<file path="src/rtl/core/assert_macros.svh">
// Assertion macros used by the RTL of the chunk header compressor.
`ifndef ASSERT_MACROS_SVH
`define ASSERT_MACROS_SVH
`ifndef SYNTH
// Property that must hold at every clock edge outside reset.
`define RCC_ASSERT(lbl, clk, rstn, prop, msg) \
  lbl: assert property (@(posedge clk) disable iff (!rstn) (prop)) else $error(msg);
// Condition that must never be true at a clock edge outside reset.
`define RCC_NEVER(lbl, clk, rstn, cond, msg) \
  lbl: assert property (@(posedge clk) disable iff (!rstn) !(cond)) else $error(msg);
`else
`define RCC_ASSERT(lbl, clk, rstn, prop, msg)
`define RCC_NEVER(lbl, clk, rstn, cond, msg)
`endif
`endif

</file>
<file path="src/rtl/core/rcc_pkg.sv">
// Package with types, constants and codes of the chunk header compressor.
package rcc_pkg;

  // Channel table size.
  localparam int CHANNELS_DEF = 64;

  // Field widths.
  localparam int CHUNK_W = 17;
  localparam int CID_W   = 6;
  localparam int LEN_W   = 24;
  localparam int CFG_IDX_W = 3;

  // Output burst: at most 16 bytes for one item.
  localparam int BURST_MAX = 16;
  localparam int CNT_W     = 5;

  // Configuration register indexes.
  localparam logic [CFG_IDX_W-1:0] CFG_CHUNK_SIZE   = 3'd0;
  localparam logic [CFG_IDX_W-1:0] CFG_VIDEO_BASE   = 3'd1;
  localparam logic [CFG_IDX_W-1:0] CFG_OTHER_BASE   = 3'd2;
  localparam logic [CFG_IDX_W-1:0] CFG_INVOKE_CHAN  = 3'd3;
  localparam logic [CFG_IDX_W-1:0] CFG_CONTROL_CHAN = 3'd4;

  // Register reset values.
  localparam logic [CHUNK_W-1:0] CHUNK_SIZE_RST   = 17'd128;
  localparam logic [CID_W-1:0]   VIDEO_BASE_RST   = 6'd4;
  localparam logic [CID_W-1:0]   OTHER_BASE_RST   = 6'd5;
  localparam logic [CID_W-1:0]   INVOKE_CHAN_RST  = 6'd3;
  localparam logic [CID_W-1:0]   CONTROL_CHAN_RST = 6'd2;

  // Chunk size limits.
  localparam logic [CHUNK_W-1:0] CHUNK_MIN = 17'd1;
  localparam logic [CHUNK_W-1:0] CHUNK_MAX = 17'd65536;

  // Message type codes.
  localparam logic [7:0] TYPE_AUDIO    = 8'd8;
  localparam logic [7:0] TYPE_VIDEO    = 8'd9;
  localparam logic [7:0] TYPE_META     = 8'd18;
  localparam logic [7:0] TYPE_INVOKE   = 8'd20;
  localparam logic [7:0] TYPE_CTRL_MAX = 8'd6;

  // Chunk header formats.
  localparam logic [1:0] FMT_FULL  = 2'd0;
  localparam logic [1:0] FMT_LEN   = 2'd1;
  localparam logic [1:0] FMT_STAMP = 2'd2;
  localparam logic [1:0] FMT_NONE  = 2'd3;

  // Timestamp escape value and continuation header marker.
  localparam logic [23:0] TS_EXT   = 24'hFFFFFF;
  localparam logic [1:0]  CONT_FMT = 2'b11;

  // Input item as carried on tdata, first field in the highest bits.
  typedef struct packed {
    logic [7:0]       data_byte;
    logic [LEN_W-1:0] msg_len;
    logic [31:0]      ts_offset;
    logic [31:0]      epoch;
    logic [7:0]       msg_type;
    logic [31:0]      sid;
  } in_item_t;

  // One channel table entry.
  typedef struct packed {
    logic [31:0]      stream;
    logic [7:0]       rtype;
    logic [LEN_W-1:0] length;
    logic [31:0]      stamp;
    logic [31:0]      epoch;
  } chan_entry_t;

  // Bytes of one item, byte 0 goes out first.
  typedef logic [BURST_MAX-1:0][7:0] burst_bytes_t;

  typedef struct packed {
    logic                 load;
    burst_bytes_t         bytes;
    logic [BURST_MAX-1:0] hdr;
    logic [CNT_W-1:0]     count;
  } burst_t;

endpackage

</file>
<file path="src/rtl/core/rcc_out_buf.sv">
// Output shift register that sends the bytes of one item, one per transfer.
module rcc_out_buf
  import rcc_pkg::*;
(
  input  logic       clk,
  input  logic       rst_n,
  input  burst_t     burst,
  output logic       free,
  output logic       out_tvalid,
  input  logic       out_tready,
  output logic [7:0] out_tdata,   // out_byte
  output logic       out_tuser,   // is_header
  output logic       out_tlast
);

  burst_bytes_t         data_r;
  logic [BURST_MAX-1:0] hdr_r;
  logic [CNT_W-1:0]     cnt_r;
  logic                 xfer;

  assign xfer       = out_tvalid && out_tready;
  assign out_tvalid = (cnt_r != '0);
  assign out_tlast  = (cnt_r == CNT_W'(1));
  assign out_tdata  = data_r[0];
  assign out_tuser  = hdr_r[0];
  // Room for a new burst when the buffer is empty or once the last byte leaves in this cycle.
  assign free       = !out_tvalid || (xfer && out_tlast);

  // Byte count.
  always_ff @(posedge clk) begin
    if (!rst_n) begin
      cnt_r <= '0;
    end else if (burst.load) begin
      cnt_r <= burst.count;
    end else if (xfer) begin
      cnt_r <= cnt_r - CNT_W'(1);
    end
  end

  // Payload shift register.
  always_ff @(posedge clk) begin
    if (burst.load) begin
      data_r <= burst.bytes;
      hdr_r  <= burst.hdr;
    end else if (xfer) begin
      data_r <= data_r >> 8;
      hdr_r  <= hdr_r >> 1;
    end
  end

endmodule

</file>
<file path="config.mk">
export PLATFORM = sky130hd
export DESIGN_NAME = rcc_out_buf
export DESIGN_NICKNAME = d
export VERILOG_FILES = /design/src/rtl/core/assert_macros.svh /design/src/rtl/core/rcc_pkg.sv /design/src/rtl/core/rcc_out_buf.sv
export SDC_FILE = /design/constraint.sdc
export NUM_CORES = 1
export LEC_CHECK = 0
export BUFFER_PORTS_ARGS = -buffer_cell sky130_fd_sc_hd__buf_2
export CAP_MARGIN = 20
export CORE_MARGIN = 1.5
export CORE_UTILIZATION = 43
export CTS_BUF_LIST = sky130_fd_sc_hd__clkbuf_16
export CTS_CLUSTER_SIZE = 10
export DETAILED_ROUTE_END_ITERATION = 12
export PLACE_DENSITY = 0.67
export REMOVE_ABC_BUFFERS = 1
export SLEW_MARGIN = 25
export SYNTH_ARGS = -nofsm -noshare
export SYNTH_HDL_FRONTEND = slang
export SYNTH_SLANG_ARGS = --single-unit
</file>
<file path="constraint.sdc">
create_clock -name clk -period 6.15 [get_ports clk]
set_input_delay 0.615 -clock clk [delete_from_list [all_inputs] [get_ports clk]]
set_output_delay 0.615 -clock clk [all_outputs]
set_load 0.01 [all_outputs]
</file>
Word-level counts from Yosys, hierarchy flattened
Cells that the tools add are included.
{"block": "op_classes", "n_mul": 0, "bitwise": 0, "div": 0, "add_sub_neg": 1, "mux": 6, "shift": 0, "n_lt_le_gt_ge": 0, "eq_ne": 1, "reduce_logical": 6}
{"operator": "two-way mux 128 bit", "n": 2}
{"operator": "two-way mux 16 bit", "n": 2}
{"operator": "two-way mux 5 bit", "n": 2}
{"operator": "== test 5 x 1 -> 1 bit (second input constant)", "n": 1}
{"operator": "nonzero test 5 bit", "n": 1}
{"operator": "subtractor 5 x 1 -> 5 bit (second input constant)", "n": 1}
{"operator": "logical AND 1 bit", "n": 2}
{"operator": "nonzero test 2 bit", "n": 1}
{"operator": "zero test 1 bit", "n": 1}
{"operator": "logical OR 1 bit", "n": 1}
{"block": "word_totals", "mem_bits_ro": 0, "register_bits": 149, "latch_bits": 0, "wordCells": 32, "memories": 0, "inputBits": 153, "mem_bits_rw": 0, "out_inout_bits": 12}

Logic depth before layout (Yosys ltp)
{"block": "logic_depth", "ltp_word": 4, "ltp_mapped": 6, "depth_no_buf": 5}

Worst setup path before layout
Ideal clock, no wire load.
{"block": "synth_timing", "path_type": "input to register", "start": "in burst[149] (netlist name)", "end": "reg data_r[100] (netlist name) (enable)", "required_time_ns": 5.641, "n_path_buf": 2, "setup_slack_ns": 1.356, "stages": 4, "setup_time_ns": 0.509, "arrival_time_ns": 4.285, "cell_sequence": "clkbuf_1 -> clkbuf_1 -> inv_1 -> nand2_1"}
{"block": "synth_between", "elab_chain_len": 1}
{"item": "from (decl)", "line": "rcc_out_buf.sv:7", "rtl": "input burst_t burst,"}
{"item": "nonzero test 2 bit (no line)"}
{"item": "to (signal assigned)", "line": "rcc_out_buf.sv:43", "rtl": "data_r <= burst.bytes;"}
{"item": "to (signal assigned)", "line": "rcc_out_buf.sv:46", "rtl": "data_r <= data_r >> 8;"}
{"item": "to (decl)", "line": "rcc_out_buf.sv:16", "rtl": "burst_bytes_t data_r;"}
No other way between the ends.
A chain may end at the register's enable or synchronous reset.

Worst setup path after layout
{"block": "layout_timing", "start": "reg cnt_r[0]", "end": "reg data_r[52] (netlist name) (enable)"}
{"block": "layout_between", "elab_chain_len": 3}
{"item": "from (decl)", "line": "rcc_out_buf.sv:18", "rtl": "logic [CNT_W-1:0] cnt_r;"}
{"item": "from (signal assigned)", "line": "rcc_out_buf.sv:34", "rtl": "cnt_r <= burst.count;"}
{"item": "from (signal assigned)", "line": "rcc_out_buf.sv:36", "rtl": "cnt_r <= cnt_r - CNT_W'(1);"}
{"item": "nonzero test 5 bit", "line": "rcc_out_buf.sv:22", "rtl": "assign out_tvalid = (cnt_r != '0);"}
{"item": "logical AND 1 bit", "line": "rcc_out_buf.sv:21", "rtl": "assign xfer = out_tvalid && out_tready;"}
{"item": "nonzero test 2 bit (no line)"}
No other way between the ends.

==> results.env <==
OUTCOME='finished clean'
POST-ROUTE-DRC-COUNT=0
POWER_PER_CELL_AREA_nW_PER_UM2=334
CTS-ROOT-TO-SINK-BUFFERS=2
TOTAL_NEGATIVE_SLACK_FOR_SETUP_CHECKS_NS=0
FIRST_PASS_ITERS=4
MIN_PERIOD_NS=2.44
TRACK_USAGE=0.146
ROUTE.DETAILED.WL_PER_INST_UM=15.2
MAX_CAP_VIOLATIONS=0
RSZ_0062_RAISED_AFTER_GLOBAL_ROUTING='false'
CTS_TREE='yes'
AVGSYNTHCELLAREA_UM2=17.9
FINISH.CELL_COUNT_WITHOUT_FILLERS=714
SYNTHESIS.AREA_UM2=6370
FMAXACHIEVABLE_MHz=410
SETUP_VIOL=0
HOLD_WS_NS=0.446
IOPINCOUNT=165
FINALMAXSLEWVIOLATIONS=0
DP_HPWL_MM=7.06
IO_BUFFERS=164
CRIT_FANOUT=76
POST_ROUTE_CELLS_DRIVE_ABOVE_1_SHARE=0.632
DETAILEDROUTE.FIRSTITERATIONVIOLATIONS=157
CLOCK_TREE.HTREE_LEVEL_COUNT=4
SETUP.WORST_PATH.END_CLASS='flop'
VIA_PER_INST=4.95
POST_ROUTE_CLOCK_SKEW_NS=0.00582
WORST_CASE_VDD_IR_DROP_V=0.000192
AREA_GROW_SYN2LAYOUT_PCT=25.2
POST_CTS_HOLD_BUFFERS=0
WORSTPATHREQUIRED_NS=6.27
LARGEST_NET_DEGREE_AT_THE_START_OF_GLOBAL_ROUTING=88
HOLD_VIOLATIONS=0
CTS-RESIZED-GATES=0
TIMING.SLEW.HEADROOM=0.490
SYNTH.YOSYS.SEQ_AREA_SHARE=0.695
ROUTED_WIRELENGTH_MM=10.9
CTS.SINKS=149
ROUTE.VIAS.TOTAL=3532
NUMCTSBUFFERS=17
DETAILED_PLACE.AREA_UM2=7310
YOSYSUNIQUECELLTYPES=25
GRT_ANTENNA_BEFORE_REPAIR=2
FINAL_CORE_UTIL=0.551
GRT.OVERFLOW.TOTAL=0
GRT_PASS1_VIAS=3632
CRITICALPATHCATEGORY='reg2reg'
DIE_AREA_UM2=15600
COREAREA_UM2=14500
SYNTH_WARNINGS=0
CELLLEAKAGEPOWER_nW=3.14
PIN_SLEW_WITH_THE_LEAST_HEADROOM_TO_ITS_LIMIT_NS=0.766
POST-CTS-SETUP-BUFFERS=0
ANT_NETS=0
TIMING.CRITICAL_PATH.ARRIVAL_NS=2.56
FINAL_WORST_PATH_CYCLE_SHARE=0.396
FP-ROW-COUNT=44
POST_SYNTH_INST_COUNT=355
SYNTH_TOP_AREA_FRAC=0.679
NETS=670
FINAL_CELL_AREA_UM2=7980
CLKLATENCYLATEPIN_NS=0.42
SYNTH_AREA_LEADER_CELL='edfxtp_1'
FINALWEIGHTEDCONGESTION=0.786
DP.CELLS=680
SYNTH-SEQ-CELLS=149
WORST_HOLD_PATH_TYPE='in2reg'
CLK_PIN_SLEW_WORST_PATHS_NS=0.06
NETLIST_TOP_CELLS_AREA='edfxtp_1 68%, mux2_2 24%, dfxtp_1 1.6%'
GLOBAL_ROUTE_WIRE_LENGTH_BEFORE_REPAIR_MM=17.6
WORST_SETUP_PATH_START_KIND='flop'
ROOT_BUFFER='clkbuf_16'
CHIPWIDTH_UM=125
INITIAL_CORE_UTIL=0.440
FLOORPLAN.DIE.HEIGHT_UM=125
LAYOUT.FILLER_CELLS=1221
-- flip-flops by register name, summed over array words and instances, names as in the netlist --
register and cells:
cnt_r 5, hdr_r 16, out_tdata 8, data_r 120
-- worst max-delay path, stage by stage (launching register included) --
cell and delay [ns]:
dfxtp_1 0.33, inv_1 0.09, ha_1 0.17, or4b_4 0.52, nand2_1 0.19, nand2_8 0.35, buf_4 0.44
-- placed cells by master (no fill, tap or decap), drive strengths merged, types with 2 or more instances in the layout --
cell	netlist	layout
buf	15	167
edfxtp	144	144
mux2	135	135
clkbuf	11	17
and2	10	10
clkinv	0	7
a21oi	6	6
bufinv	0	6
inv	4	5
dfxtp	5	5
nand2	5	5
nand3	4	4
diode	0	3
o21ai	2	2
nor2	2	2
ha	2	2
or4b	2	2
-- report_power, final --
part	switching (W)	internal [W]	total, W
Clock	0.000378	0.000749	0.00113
Sequential	0.0000281	0.00127	0.00130
Combinational	0.000107	0.000135	0.000242
-- routing by layer --
layer / track usage / vias to the layer above / wire length (um)
li1: - / 1687 / -
met1: 0.185 / 1683 / 4660
met2: 0.207 / 134 / 4840
met3: 0.0704 / 28 / 1070
met4: 0.0744 / 0 / 296
met5: 0 / - / 0
-- cells in the mapped netlist (all sizes together) --
| library cell | n |
|---|---|
| a2111o | 1 |
| a21oi | 6 |
| and2 | 10 |
| and3 | 1 |
| buf | 15 |
| clkbuf | 11 |
| dfxtp | 5 |
| edfxtp | 144 |
| ha | 2 |
| inv | 4 |
| mux2 | 135 |
| nand2 | 5 |
| nand3 | 4 |
| nand4 | 1 |
| nor2 | 2 |
| nor3 | 1 |
| o21ai | 2 |
| o311ai | 1 |
| o41ai | 1 |
| or3 | 1 |
| or3b | 1 |
| or4b | 2 |
-- per-stage QoR --
| step | setup slack (ns) | total power [W] |
|---|---|---|
| after floorplan | 1.48 | 0.00146 |
| after global placement | 3.16 | 0.00155 |
| after detailed placement | 3.05 | 0.00156 |
| after CTS | 3.41 | 0.00270 |
| after global routing | 3.54 | 0.00277 |
| final | 3.71 | 0.00266 |
-- layout make-up --
type                            count  area, um2  area share
Antenna cell                        3       7.51    0.000941
Clock buffer                       17        425      0.0533
Clock inverter                     14        215      0.0270
Inverter                            4       15.0     0.00188
Multi-Input combinational cell    176       1800       0.226
Sequential cell                   149       4420       0.555
Tap cell                          184        230      0.0289
Timing Repair Buffer              167        853       0.107
-- cell families (layout without fill, tap and decap cells) --
| logic type | Yosys count | after routing | synth area share |
|---|---|---|---|
| adder cells (fa/ha/maj) | 2 | 2 | 0.00393 |
| AO/OA/AOI/OAI | 11 | 11 | 0.0120 |
| multiplexers | 135 | 135 | 0.239 |
| buffers and inverters | 30 | 202 | 0.0247 |
| flip-flops | 149 | 149 | 0.695 |
| other | 0 | 3 | 0 |
| AND/OR/NAND/NOR | 28 | 28 | 0.0261 |
-- final timing paths --
| kind | slack, ns | from | to | cells after the start |
|---|---|---|---|---|
| worst max-delay path | 3.71 | cnt_r[0] | data_r[52] | 6 |
| worst min-delay path | 0.45 | burst[0] | cnt_r[0] | 3 |
| worst max register to register | 3.71 | cnt_r[0] | data_r[52] | 6 |
| worst min register to register | 0.54 | data_r[47] | data_r[39] | 1 |
(Power assumes the default switching activity.)
